**src/rtl/tpw_pkg.sv**
```systemverilog
// Shared constants, types and the arctangent table for the plane wave generator.
// No dependencies; every other file in rtl/ imports this package.
`default_nettype none

package tpw_pkg;

  localparam int GRID_BITS     = 10;
  localparam int GRID_REG_W    = GRID_BITS + 1;
  localparam int PHASE_W       = 32;
  localparam int AMP_W         = 16;
  localparam int OUT_W         = 16;
  localparam int CFG_INDEX_W   = 3;
  localparam int CFG_DATA_W    = 32;
  localparam int CORDIC_STAGES = 16;

  // Datapath widths: x/y grow by the CORDIC gain on top of amplitude*gain (< 2^32).
  localparam int XW = 35;
  localparam int ZW = 33;

  // 0.60725 in Q0.16, cancels the CORDIC gain
  localparam logic [AMP_W-1:0] CORDIC_GAIN = 16'd39797;

  // atan(2^-i) in turns scaled by 2^32
  localparam logic [PHASE_W-1:0] ATAN_TURNS [CORDIC_STAGES] = '{
    32'd536870912, 32'd316933406, 32'd167458907, 32'd85004756,
    32'd42667331,  32'd21354465,  32'd10679838,  32'd5340245,
    32'd2670163,   32'd1335087,   32'd667544,    32'd333772,
    32'd166886,    32'd83443,     32'd41722,     32'd20861
  };

  typedef enum logic [CFG_INDEX_W-1:0] {
    REG_GRID_WIDTH   = 3'd0,
    REG_GRID_HEIGHT  = 3'd1,
    REG_PHASE_STEP_X = 3'd2,
    REG_PHASE_STEP_Y = 3'd3,
    REG_AMPLITUDE    = 3'd4,
    REG_REVERSE_TILT = 3'd5
  } cfg_reg_t;

  typedef struct packed {
    logic signed [XW-1:0] x;
    logic signed [XW-1:0] y;
    logic signed [ZW-1:0] z;
    logic                 flip;
  } cordic_t;

endpackage

`default_nettype wire

```
**src/rtl/tpw_round.sv**
```systemverilog
// Output stage: half-turn sign fix, rounding to Q1.15 and saturation.
// Holds the result until transfer. Depends on tpw_pkg.
`default_nettype none

module tpw_round (
  input  logic                              clk,
  input  logic                              rst,
  input  logic                              in_valid,
  output logic                              in_ready,
  input  tpw_pkg::cordic_t                  in_data,
  output logic                              out_valid,
  input  logic                              out_ready,
  output logic signed [tpw_pkg::OUT_W-1:0]  real_part,
  output logic signed [tpw_pkg::OUT_W-1:0]  imag_part
);
  import tpw_pkg::*;

  localparam int RND_SHIFT = 17;
  localparam int RW        = XW + 1 - RND_SHIFT;
  localparam logic signed [RW-1:0] Q_MAX = RW'((1 << (OUT_W - 1)) - 1);
  localparam logic signed [RW-1:0] Q_MIN = -RW'(1 << (OUT_W - 1));

  function automatic logic signed [OUT_W-1:0] to_q15(input logic signed [XW-1:0] v,
                                                      input logic flip);
    logic signed [XW:0]   s;
    logic signed [XW:0]   t;
    logic signed [RW-1:0] r;
    s = $signed({v[XW-1], v});
    if (flip) s = -s;
    t = s + $signed((XW+1)'(1 << (RND_SHIFT - 1)));
    r = $signed(t[XW:RND_SHIFT]);
    if (r > Q_MAX)      return Q_MAX[OUT_W-1:0];
    else if (r < Q_MIN) return Q_MIN[OUT_W-1:0];
    else                return r[OUT_W-1:0];
  endfunction

  logic vout;

  assign in_ready  = !vout || out_ready;
  assign out_valid = vout;

  always_ff @(posedge clk) begin
    if (rst) begin
      vout <= 1'b0;
    end else if (in_ready) begin
      vout <= in_valid;
    end
  end

  always_ff @(posedge clk) begin
    if (in_ready && in_valid) begin
      real_part <= to_q15(in_data.x, in_data.flip);
      imag_part <= to_q15(in_data.y, in_data.flip);
    end
  end

endmodule

`default_nettype wire
```
**config.mk**
```make
export PLATFORM = sky130hd
export DESIGN_NAME = tpw_round
export DESIGN_NICKNAME = d
export VERILOG_FILES = /design/src/rtl/tpw_pkg.sv /design/src/rtl/tpw_round.sv
export SDC_FILE = /design/constraint.sdc
export NUM_CORES = 1
export LEC_CHECK = 0
export ABC_AREA = 1
export CAP_MARGIN = 20
export CORE_MARGIN = 4
export CORE_UTILIZATION = 45
export DETAILED_ROUTE_END_ITERATION = 12
export DONT_BUFFER_PORTS = 1
export SYNTH_ARGS = -nofsm -noshare
export SYNTH_HDL_FRONTEND = slang
export SYNTH_SLANG_ARGS = --single-unit
```
**constraint.sdc**
```tcl
create_clock -name clk -period 4.5 [get_ports clk]
set_clock_uncertainty 0.1 [all_clocks]
set_input_delay 1.35 -clock clk [delete_from_list [all_inputs] [get_ports clk]]
set_output_delay 1.35 -clock clk [all_outputs]
set_load 0.005 [all_outputs]
```
-- Word-level counts from Yosys, hierarchy flattened
Index checks and enable logic that the tools add are counted.
Widths: inputs -> output; s select.
- flip-flop bits (word level): 33
- bits of input ports: 108
- output and inout port bits: 34
- logic and storage cells: 20
- add/sub/neg operators: 4
- $lt $le $gt $ge: 4
- multiplexer cells: 6
- reductions and logical operators: 3
- operators with widths (operator ; number):
    $mux 36 ; 4
    $add 36x18->36 const B ; 2
    $neg 35->36 ; 2
    $gt 19x16->1 const B ; 2
    $lt 19x16->1 const B ; 2
    $mux 16 ; 2
    $logic_and 1x1->1 ; 1
    $logic_not 1->1 ; 1
    $logic_or 1x1->1 ; 1

-- Longest topological paths before layout
- depth after elaboration: 7
- mapped depth: 22

-- Worst setup path before layout
Ideal clock, no wire load.
- kind: input to register
- start: input in_data[80] (netlist bit)
- end: register real_part[0] (netlist bit) (data pin)
- library setup time: 0.253 ns
- arrival time: 3.183 ns
- data required time: 4.147 ns
- slack: 0.964 ns
- stages: 18
- buffers on the path: 1
- path through: nor2_2 nand2_2 nor2_4 nand2_2 nand2_2 nand2_1 nand2_2 ha_1 nand3_1 nor2_1 nand2_2 nor2_4 nand4_1 nand2_2 nand3_1 nand2_2 buf_4 nand2_1
- word-level cells in the longest chain between the ends: 6
- ends and longest elaborated chain (what ; line ; source):
    start: declaration ; tpw_round.sv:10 ; input tpw_pkg::cordic_t in_data,
    $neg 35->36 ; tpw_round.sv:29 ; if (flip) s = -s;
    $mux 36 (*) ; tpw_round.sv:29 ;
    $mux 36 (*) ; tpw_round.sv:51 ; if (in_ready && in_valid) begin
    $add 36x18->36 (*) ; tpw_round.sv:30 ; t = s + $signed((XW+1)'(1 << (RND_SHIFT - 1)));
    $lt 19x16->1 ; tpw_round.sv:33 ; else if (r < Q_MIN) return Q_MIN[OUT_W-1:0];
    $mux 16 ; tpw_round.sv:33 ;
    end signal: assignment ; tpw_round.sv:52 ; real_part <= to_q15(in_data.x, in_data.flip);
    end: declaration ; tpw_round.sv:13 ; output logic signed [tpw_pkg::OUT_W-1:0] real_part,
Every way passes the cells marked *; elsewhere a longest branch is shown, timed or not. The select of a mux whose other input is x is not followed.
A chain may end at the register's enable or synchronous reset.

-- Final worst setup path
- start: input in_data[72] (netlist bit)
- end: register real_part[10] (netlist bit) (data pin)
The elaborated chain is that of the path after synthesis.

==> reports/qor.yml <==
clocking:
  clockBufferDepth: 2
  clock_latency_ps: 270
  cts_sinks: 33
  postCtsHoldBufs: 0
  cts-htree-levels: 2
  path_clk_slew_ps: 60
  cts_tree: "done"
  postCtsSetupRepairBufs: 0
  clock-root-buffer: "clkbuf_8"
  cts_buffers: 5
  cts_resized: 0
routing:
  drc_errors: 0
  dr.pass1.iters: 4
  num_vias: 4003
  viasPerCell: 4.86
  initialDrtViolationCount: 133
  wirelength_mm: 10.1
  wl_per_cell_um: 12.2
  ant_nets: 0
critical_path:
  critPathCaptureType: "flop"
  crit_arrival_ps: 3450
  crit_required_ps: 4410
  r2r_setup_slack_ps: 2910
  startpoint_type: "input port"
  r2r_start: "out_valid"
  worstPathMaxFanout: 15
  reg2reg_depth: 1
  path_class: "in -> reg"
  r2r_end: "imag_part[6]"
sta:
  finalCritPeriodShare: 0.786
  maxSlewHeadroom: 0.377
  setup_violations: 0
  finalHoldViolations: 0
  rsz0062_at_grt: "false"
  slew_viol_final: 0
  min_period_ps: 3540
  worst_pin_slew_ps: 933
  max_freq_ghz: 0.283
  fin_setup_tns_ps: 0
layout:
  nets: 804
  layout_common_cells: "nand2_1 (244), nor2_1 (96), inv_1 (73)"
  final_cells: 824
  diodes: 0
  syn2layout_area_growth_pct: 4.38
  drive_gt1_frac: 0.171
  final_common_cell: "nand2_1"
floorplan:
  die_w_um: 106
  core-area_mm2: 0.00924
  rows: 35
  die_h_um: 106
  initial_core_util: 0.464
  io_pins: 142
  dieArea_mm2: 0.0111
yosys:
  yosys_warnings: 0
  syn_avg_cell_area_um2: 6.13
  ys_ff_latch: 33
  synth_nets: 809
  syn_inst: 699
  synth_cell_types: 31
  ys_seq_area_frac: 0.229
  synth_area_mm2: 0.00429
power_and_ir_drop:
  power_density_mw_per_mm2: 195
  ir_drop_mv: 0.118
  p_leak_nw: 2.10
global_routing:
  grt_overflow: 0
  grt_pass1_wl_mm: 17.0
  grtUsageTotal: 0.183
  antenna_found_initial: 0
  grt_max_degree: 72
  grt_pass1_vias: 3666
hold_path:
  hp-start: "out_valid"
  min_path_type: "reg -> reg"
  holdPathStages: 2
  hold_end: "out_valid"
placed_design:
  place_inst: 816
  dp_hpwl_mm: 8.74
  place_congestion: 0.882
  portBuffers: 0
run_status:
  status: "finished clean"
flow_run:
  drv_cap: 0
-- sequential cells by signal, indices dropped and copies added (netlist names) --
register,cells
out_valid,1
imag_part,16
real_part,16
-- through the flow --
step / hold WS (ps) / instance area [um2] / power (mW) / setup slack, ps / util
6_report: 495 / 4470 / 0.871 / 964 / 0.484
2_1_floorplan: 407 / 4290 / 0.617 / 964 / -
5_1_grt: 542 / 4470 / 0.937 / 619 / 0.484
3_3_place_gp: 471 / 4370 / 0.642 / 730 / 0.473
3_5_place_dp: 487 / 4370 / 0.647 / 642 / 0.473
4_1_cts: 499 / 4470 / 0.881 / 930 / 0.484
-- where the power goes --
part | total, mW | internal [mW] | switching (mW)
Sequential | 0.388 | 0.375 | 0.0126
Combinational | 0.250 | 0.0846 | 0.165
Clock | 0.233 | 0.138 | 0.0952
Total | 0.871 | 0.598 | 0.273
-- synth_stat cells (all sizes together) --
cell / number / area share
nand2: 296 / 0.30
nor2: 134 / 0.16
inv: 81 / 0.071
nand3: 59 / 0.076
edfxtp: 32 / 0.22
nand4: 21 / 0.032
xor2: 20 / 0.041
nand3b: 13 / 0.023
buf: 12 / 0.020
o21ai: 9 / 0.012
xnor2: 7 / 0.014
a21oi: 3 / 0.0035
nor3: 3 / 0.0035
or2: 3 / 0.0044
ha: 2 / 0.0058
o211ai: 2 / 0.0035
dfxtp: 1 / 0.0047
nor4: 1 / 0.0015
-- worst max-delay path by stage --
stage                      startpoint             to  slack, ps  cells after the start
after floorplan           in_data[80]   real_part[0]        960                     18
after global placement    in_data[72]   real_part[7]        730                     17
after detailed placement  in_data[72]  real_part[10]        640                     17
after CTS                 in_data[72]  real_part[10]        930                     17
after global routing      in_data[78]  real_part[10]        620                     17
final                     in_data[72]  real_part[10]        960                     17
-- worst max-delay path, cell delays in order --
cell and delay (ps):
nor2_1 120, nand2_1 90, nor2_1 150, nand3_1 130
nand2_1 80, nand2_1 50, nand2_1 140, ha_1 200
nand3_1 110, nor2_1 120, nand2_2 120, nor2_4 170
nand4_1 110, nand2_1 100, nand3_1 80, nand2_2 230
nand2_1 100
-- cell type report --
class,count,area (um2)
fillers,999,4770
multi-input cells,573,2930
flip-flops and latches,33,981
inverters,81,304
well taps,129,161
clock buffers,7,96.3
clock inverters,1,5.00
-- metal layers --
metal	track usage	up-vias	wire, um
met5	0	-	0
met4	0.0333	0	55
met3	0.0361	4	787
met2	0.292	123	4380
met1	0.259	1698	4830
li1	-	2178	-
-- logic make-up after synthesis --
group	after synthesis	share of synthesized area
xor+xnor	27	0.0552
fa+ha+maj	2	0.00584
compound gates	14	0.0193
simple gates	530	0.600
flops	33	0.229
buf+inv	93	0.0911
Note: power is estimated with default switching activity, not from simulation.
