**config.mk**
```make
export PLATFORM = sky130hd
export DESIGN_NAME = tpw_phase
export DESIGN_NICKNAME = d
export VERILOG_FILES = /design/src/rtl/tpw_pkg.sv /design/src/rtl/tpw_phase.sv
export SDC_FILE = /design/constraint.sdc
export NUM_CORES = 2
export LEC_CHECK = 0
export ABC_AREA = 1
export BUFFER_PORTS_ARGS = -buffer_cell sky130_fd_sc_hd__buf_4
export CORE_MARGIN = 2
export CORE_UTILIZATION = 30
export DETAILED_ROUTE_END_ITERATION = 6
export HOLD_SLACK_MARGIN = 0.12
export PLACE_DENSITY = 0.57
export SETUP_SLACK_MARGIN = 0.3
export SYNTH_ARGS = -nofsm -noshare
export SYNTH_HDL_FRONTEND = slang
export SYNTH_SLANG_ARGS = --single-unit
```
**constraint.sdc**
```tcl
create_clock -name clk -period 6.6 [get_ports clk]
set_clock_uncertainty 0.1 [all_clocks]
set_input_delay 1.32 -clock clk [delete_from_list [all_inputs] [get_ports clk]]
set_output_delay 1.32 -clock clk [all_outputs]
set_load 0.03 [all_outputs]
```
**src/rtl/tpw_pkg.sv**
```systemverilog
// Shared constants, types and the arctangent table for the plane wave generator.
// No dependencies; every other file in rtl/ imports this package.
`default_nettype none

package tpw_pkg;

  localparam int GRID_BITS     = 10;
  localparam int GRID_REG_W    = GRID_BITS + 1;
  localparam int PHASE_W       = 32;
  localparam int AMP_W         = 16;
  localparam int OUT_W         = 16;
  localparam int CFG_INDEX_W   = 3;
  localparam int CFG_DATA_W    = 32;
  localparam int CORDIC_STAGES = 16;

  // Datapath widths: x/y grow by the CORDIC gain on top of amplitude*gain (< 2^32).
  localparam int XW = 35;
  localparam int ZW = 33;

  // 0.60725 in Q0.16, cancels the CORDIC gain
  localparam logic [AMP_W-1:0] CORDIC_GAIN = 16'd39797;

  // atan(2^-i) in turns scaled by 2^32
  localparam logic [PHASE_W-1:0] ATAN_TURNS [CORDIC_STAGES] = '{
    32'd536870912, 32'd316933406, 32'd167458907, 32'd85004756,
    32'd42667331,  32'd21354465,  32'd10679838,  32'd5340245,
    32'd2670163,   32'd1335087,   32'd667544,    32'd333772,
    32'd166886,    32'd83443,     32'd41722,     32'd20861
  };

  typedef enum logic [CFG_INDEX_W-1:0] {
    REG_GRID_WIDTH   = 3'd0,
    REG_GRID_HEIGHT  = 3'd1,
    REG_PHASE_STEP_X = 3'd2,
    REG_PHASE_STEP_Y = 3'd3,
    REG_AMPLITUDE    = 3'd4,
    REG_REVERSE_TILT = 3'd5
  } cfg_reg_t;

  typedef struct packed {
    logic signed [XW-1:0] x;
    logic signed [XW-1:0] y;
    logic signed [ZW-1:0] z;
    logic                 flip;
  } cordic_t;

endpackage

`default_nettype wire

```
**src/rtl/tpw_phase.sv**
```systemverilog
// Phase front end: pixel offsets, step multiplies, phase sum and quadrant fold.
// Three register stages with valid/ready ripple. Depends on tpw_pkg.
`default_nettype none

module tpw_phase (
  input  logic                                clk,
  input  logic                                rst,
  input  logic                                in_valid,
  output logic                                in_ready,
  input  logic [tpw_pkg::GRID_BITS-1:0]       column_index,
  input  logic [tpw_pkg::GRID_BITS-1:0]       row_index,
  input  logic [tpw_pkg::GRID_REG_W-1:0]      grid_width,
  input  logic [tpw_pkg::GRID_REG_W-1:0]      grid_height,
  input  logic signed [tpw_pkg::PHASE_W-1:0]  phase_step_x,
  input  logic signed [tpw_pkg::PHASE_W-1:0]  phase_step_y,
  input  logic [tpw_pkg::AMP_W-1:0]           amplitude,
  input  logic                                reverse_tilt,
  output logic                                out_valid,
  input  logic                                out_ready,
  output tpw_pkg::cordic_t                    out_data
);
  import tpw_pkg::*;

  // stage 1: offsets from grid center, start vector
  logic                        v1, rdy1;
  logic signed [GRID_BITS:0]   dx1, dy1;
  logic [2*AMP_W-1:0]          x01;
  // stage 2: step products (mod 2^32)
  logic                        v2, rdy2;
  logic [PHASE_W-1:0]          px2, py2;
  logic [2*AMP_W-1:0]          x02;
  // stage 3: folded phase
  logic                        v3, rdy3;
  cordic_t                     st3;

  logic signed [GRID_BITS:0]            dx_next, dy_next;
  logic signed [PHASE_W-1:0]            prod_x, prod_y;
  logic [PHASE_W-1:0]                   sum, ph, ph_fold;
  logic                                 flip;
  cordic_t                              st3_next;

  assign rdy3     = !v3 || out_ready;
  assign rdy2     = !v2 || rdy3;
  assign rdy1     = !v1 || rdy2;
  assign in_ready = rdy1;

  assign dx_next = $signed({1'b0, column_index}) - $signed({1'b0, grid_width[GRID_BITS:1]});
  assign dy_next = $signed({1'b0, row_index}) - $signed({1'b0, grid_height[GRID_BITS:1]});

  // only the low 32 bits of the product matter
  assign prod_x = phase_step_x * PHASE_W'(dx1);
  assign prod_y = phase_step_y * PHASE_W'(dy1);

  always_comb begin
    sum     = px2 + py2;
    ph      = reverse_tilt ? (~sum + PHASE_W'(1)) : sum;
    // quadrants 1 and 2: rotate by half a turn, negate the result later
    flip    = ph[PHASE_W-1] ^ ph[PHASE_W-2];
    ph_fold = {ph[PHASE_W-1] ^ flip, ph[PHASE_W-2:0]};
    st3_next.x    = $signed({{(XW-2*AMP_W){1'b0}}, x02});
    st3_next.y    = '0;
    st3_next.z    = $signed({ph_fold[PHASE_W-1], ph_fold});
    st3_next.flip = flip;
  end

  always_ff @(posedge clk) begin
    if (rst) begin
      v1 <= 1'b0;
      v2 <= 1'b0;
      v3 <= 1'b0;
    end else begin
      if (rdy1) v1 <= in_valid;
      if (rdy2) v2 <= v1;
      if (rdy3) v3 <= v2;
    end
  end

  always_ff @(posedge clk) begin
    if (rdy1 && in_valid) begin
      dx1 <= dx_next;
      dy1 <= dy_next;
      x01 <= (2*AMP_W)'(amplitude) * (2*AMP_W)'(CORDIC_GAIN);
    end
    if (rdy2 && v1) begin
      px2 <= prod_x;
      py2 <= prod_y;
      x02 <= x01;
    end
    if (rdy3 && v2) begin
      st3 <= st3_next;
    end
  end

  assign out_valid = v3;
  assign out_data  = st3;

endmodule

`default_nettype wire

```
# Yosys cells after proc, flatten, opt, wreduce, memory -nomap -nowiden
# Index checks and enable logic that the tools add are counted.
[totals]
word_cells = 32
input_bits = 127
ff_bits = 218
out_inout_bits = 106
[classes]
bitwise = 3
addsub = 4
n_reduce_logical = 9
n_mul = 3
n_mux = 1
[ops]
columns = ["cell", "n"]
rows = [
  ["$mul 32x11->32", 2],
  ["$add 32x1->32 const B", 1],
  ["$add 32x32->32", 1],
  ["$mul 16x16->32 const B", 1],
  ["$mux 32", 1],
  ["$not 32->32", 1],
  ["$sub 10x10->11", 2],
  ["$logic_and 1x1->1", 3],
  ["$logic_not 1->1", 3],
  ["$logic_or 1x1->1", 3],
  ["$xor 1x1->1", 2],
]

# Longest topological paths before layout
[logic_depth]
word_depth = 6
ltp_mapped = 25
mapped_depth_nobuf = 24

# Worst setup path before layout
# No wires, ideal clock.
[synth_timing]
path_kind = "input-to-reg"
startpoint = "in amplitude[8] (netlist name)"
endpoint = "reg x01[29], data pin"
cell_stages = 21
path_buffers = 0
t_arrival_ns = 5.948
required_time_ns = 6.238
setup_slack_ns = 0.290
path_cell_list = "inv_1 > fa_1 > fa_1 > fa_1 > inv_1 > fa_1 > fa_1 > inv_1 > fa_1 > inv_1 > ha_1 > nand2_1 > o21a_1 > o21ai_0 > a21oi_1 > or2_2 > nand2_1 > nand2_1 > nand2_1 > a21oi_1 > xor2_1"
[synth_between]
elab_chain_len = 1
[synth_lines]
columns = ["element", "line", "rtl"]
rows = [
  ["start, declared", "tpw_phase.sv:16", "input logic [tpw_pkg::AMP_W-1:0] amplitude,"],
  ["$mul 16x16->32", "tpw_phase.sv:82", "x01 <= (2*AMP_W)'(amplitude) * (2*AMP_W)'(CORDIC_GAIN);"],
  ["end signal, assigned", "tpw_phase.sv:82", ""],
  ["end, declared", "tpw_phase.sv:27", "logic [2*AMP_W-1:0] x01;"],
]
# Every way passes these cells.
# A chain may end at the register's enable or synchronous reset.

# Worst setup path after layout
[layout_timing]
startpoint = "in amplitude[7] (netlist name)"
endpoint = "reg x01[29], data pin"
# Same word-level chain as after synthesis.

==> summary.txt <==
Setup path
  • Slowest library cell on the worst path: fa_2
  • Worst EP required: 6.83 ns
  • Flop-to-flop setup slack: 0.66 ns
  • Largest stage delay on the critical path: around 0.60 ns
  • Worst Setup End Kind: flop
  • R2R depth: 20
  • Worst-path cell chain: buf_4 > clkinvlp_4 > fa_2 > fa_1 > fa_1 > inv_1 > fa_2 > fa_1 > inv_1 > fa_1 > inv_1 > ha_4 > nand2_1 > o21a_1 > o21ai_1 > a21oi_1 > buf_4 > or2_2 > nand2_1 > nand2_1 > nand2_1 > a21oi_1 > xor2_1
  • Worst setup path start: amplitude[7]
  • Critical Path AT: about 6.4 ns
  • Delay-heaviest family, CP: adder cells
  • Worst r2r src: dx1[7]
  • CP max FO: 5
  • Buf/Inv on CP: 6
  • Stages on worst setup path: 23
  • Startpoint Class: primary input
  • WS Path Type: primary input to flop

Floorplan
  • Initial core utilization: between 30 and 40%
  • Top Ports: between 200 and 250
  • DIE HEIGHT: roughly 340 um
  • Row cnt: between 100 and 150
  • Die ar.: around 0.12 mm^2
  • CORE AREA: 0.115 mm^2
  • Chip width: between 300 and 400 um

Synthesis
  • Seq/Total Area, Yosys: between 10% and 20%
  • Synth cell types: 47
  • Area leader, netlist: fa_1
  • Top post-synthesis cells by area: fa_1, edfxtp_1, inv_1
  • Synthesized area: roughly 0.035 mm^2
  • Synth Instances: just over 4000
  • Mean Syn Cell Area: about 8.4 um^2
  • Main flop type after synthesis: edfxtp_1
  • Ys async rst share: 0%
  • Flip-flop and latch count after synthesis: ~220
  • Post-synth EDFFs: between 200 and 250
  • Ys Warns: 0
  • Post-synth top area share: a little under a third

STA
  • TNS Setup: 0 ns
  • Final-report max-slew violation count: 0
  • RSZ-0062 raised after global routing: true
  • Fmax: around 160 MHz
  • Max-slew headroom: between 20% and 30%
  • Final setup fails: 0
  • Period utilization: 92.8%
  • Fin crit period: approximately 6 ns
  • Final hold vios: 0
  • Worst Tran Pin Value: roughly 1.1 ns

Layout
  • Antenna cell count: 0
  • Layout Utilization: between 30% and 40%
  • Share of layout cells above drive strength 1: roughly 9.9%
  • Nets: 5319
  • FILL cells: approximately 12000
  • Area grow syn2layout: 13.2%

Routing
  • Drt via density: roughly 4.3
  • Met1 wire length: approximately 35 mm
  • Metal3 WL: approximately 3.8 mm
  • Final wirelength: between 80 and 90 mm
  • Iteration-0 DRC Markers: ~1100
  • Met2 routed WL: 41.5 mm
  • ANT nets after route: 0
  • Max layer used: met5
  • Detailed-route via count: around 25000
  • Pre-Repair DR Iteration Count: 6
  • Number of remaining DRC errors: 0
  • Avg WL per Cell: around 14 um

GRT
  • Vias in the first global route: 26100
  • Largest net degree at the start of global routing: slightly below 70
  • All-Layer GR Usage: around 14%
  • Remaining global-route overflow: 0
  • First-pass GRT wire length: around 130 mm
  • Initial antenna violation count: 6

Hold path
  • Hold Crit Start: x02[31]
  • Min-delay worst type: flop to flop
  • Worst hold stages: 0

Clock network
  • TritonCTS clock tree: built
  • TritonCTS buffer count: 27
  • H-tree levels: 1
  • Skew-Pair Late Insertion Delay: 0.58 ns
  • Clock buffer depth: 3
  • Clock sinks: 218
  • Clock transition at path regs: 0.06 ns
  • Clk root buf: clkbuf_16

Status
  • Status: finished, final reports clean

Run
  • Max Cap Viol: 0

Place
  • GP Congestion: roughly 0.87
  • Port Buffer Count: approximately 190
  • Detailed Place HPWL: 70.0 mm
[Yosys cell counts, drive strengths merged, types with 25 or more instances]
cell,instances
nand3,84
nor2,141
o21ai,60
a21oi,130
clkbuf,108
inv,1145
xor2,105
buf,44
ha,326
nand2,1021
fa,546
edfxtp,215
xnor2,58
nand4,25
[final cells by class]
class | count | area [um^2] | share of cell area, %
sequential | 218 | 6520 | 16.6
tap | 1512 | 1890 | 4.82
inverter | 1149 | 4320 | 11.0
multi-input combinational | 2627 | 23400 | 59.5
timing repair buffer | 297 | 2280 | 5.81
clock inverter | 20 | 213 | 0.541
clock buffer | 30 | 687 | 1.75
[layout by cell type (no fill, tap or decap), drive strengths merged, types with 38 or more instances in the layout]
cell type and count:
conb 38, buf 297, inv 1146, fa 546, nand2 1021, ha 326
xnor2 58, o21ai 60, a21oi 130, xor2 105, nand3 84, edfxtp 215
nor2 141
[sequential cells by signal, summed over array words and instances (netlist names)]
register	flops
dx1	11
out_data	65
dy1	11
out_valid	1
x01	32
px2	32
x02	32
v2	1
v1	1
py2	32
[metal layers]
layer  track usage (%)  vias up
met5                 0        -
met4              2.45       10
met3              2.15       92
met2              25.8      477
met1              17.7    12300
li1                  -    12500
[metrics by stage]
step	cell area, um^2	setup WS [ns]	hold slack (ns)	std cells
6_report	39300	0.477	0.314	5853
2_1_floorplan	34900	0.330	0.300	4146
3_5_place_dp	38200	-0.229	0.305	5795
4_1_cts	39100	0.393	0.313	5845
5_1_grt	39300	0.295	0.319	5853
3_3_place_gp	38200	-0.225	0.302	5795
[cells by family (layout without fill, tap and decap cells)]
kind of cell	after synthesis	after routing	share of synthesized area, %
and+or+nand+nor	1316	1316	15.5
DFF	218	218	18.8
adders and majority gates	872	872	43.3
AOI/OAI and AO/OA	238	238	3.80
buffers and inverters	1301	1496	14.5
other	1	38	0.0108
xor gates and xnor gates	163	163	4.11
[what timing repair did]
action	CTS	global route
endpoints found under the setup margin	0	15
buffers inserted	0	8
hold buffers	0	0
resized for setup	0	12
[final timing paths]
kind / to
max: x01[29]
min: out_data[100]
max reg2reg: px2[28]
min reg2reg: out_data[100]
Power is not shown: default switching activity piles up to over one toggle a cycle in this logic, so the estimate is an artifact.
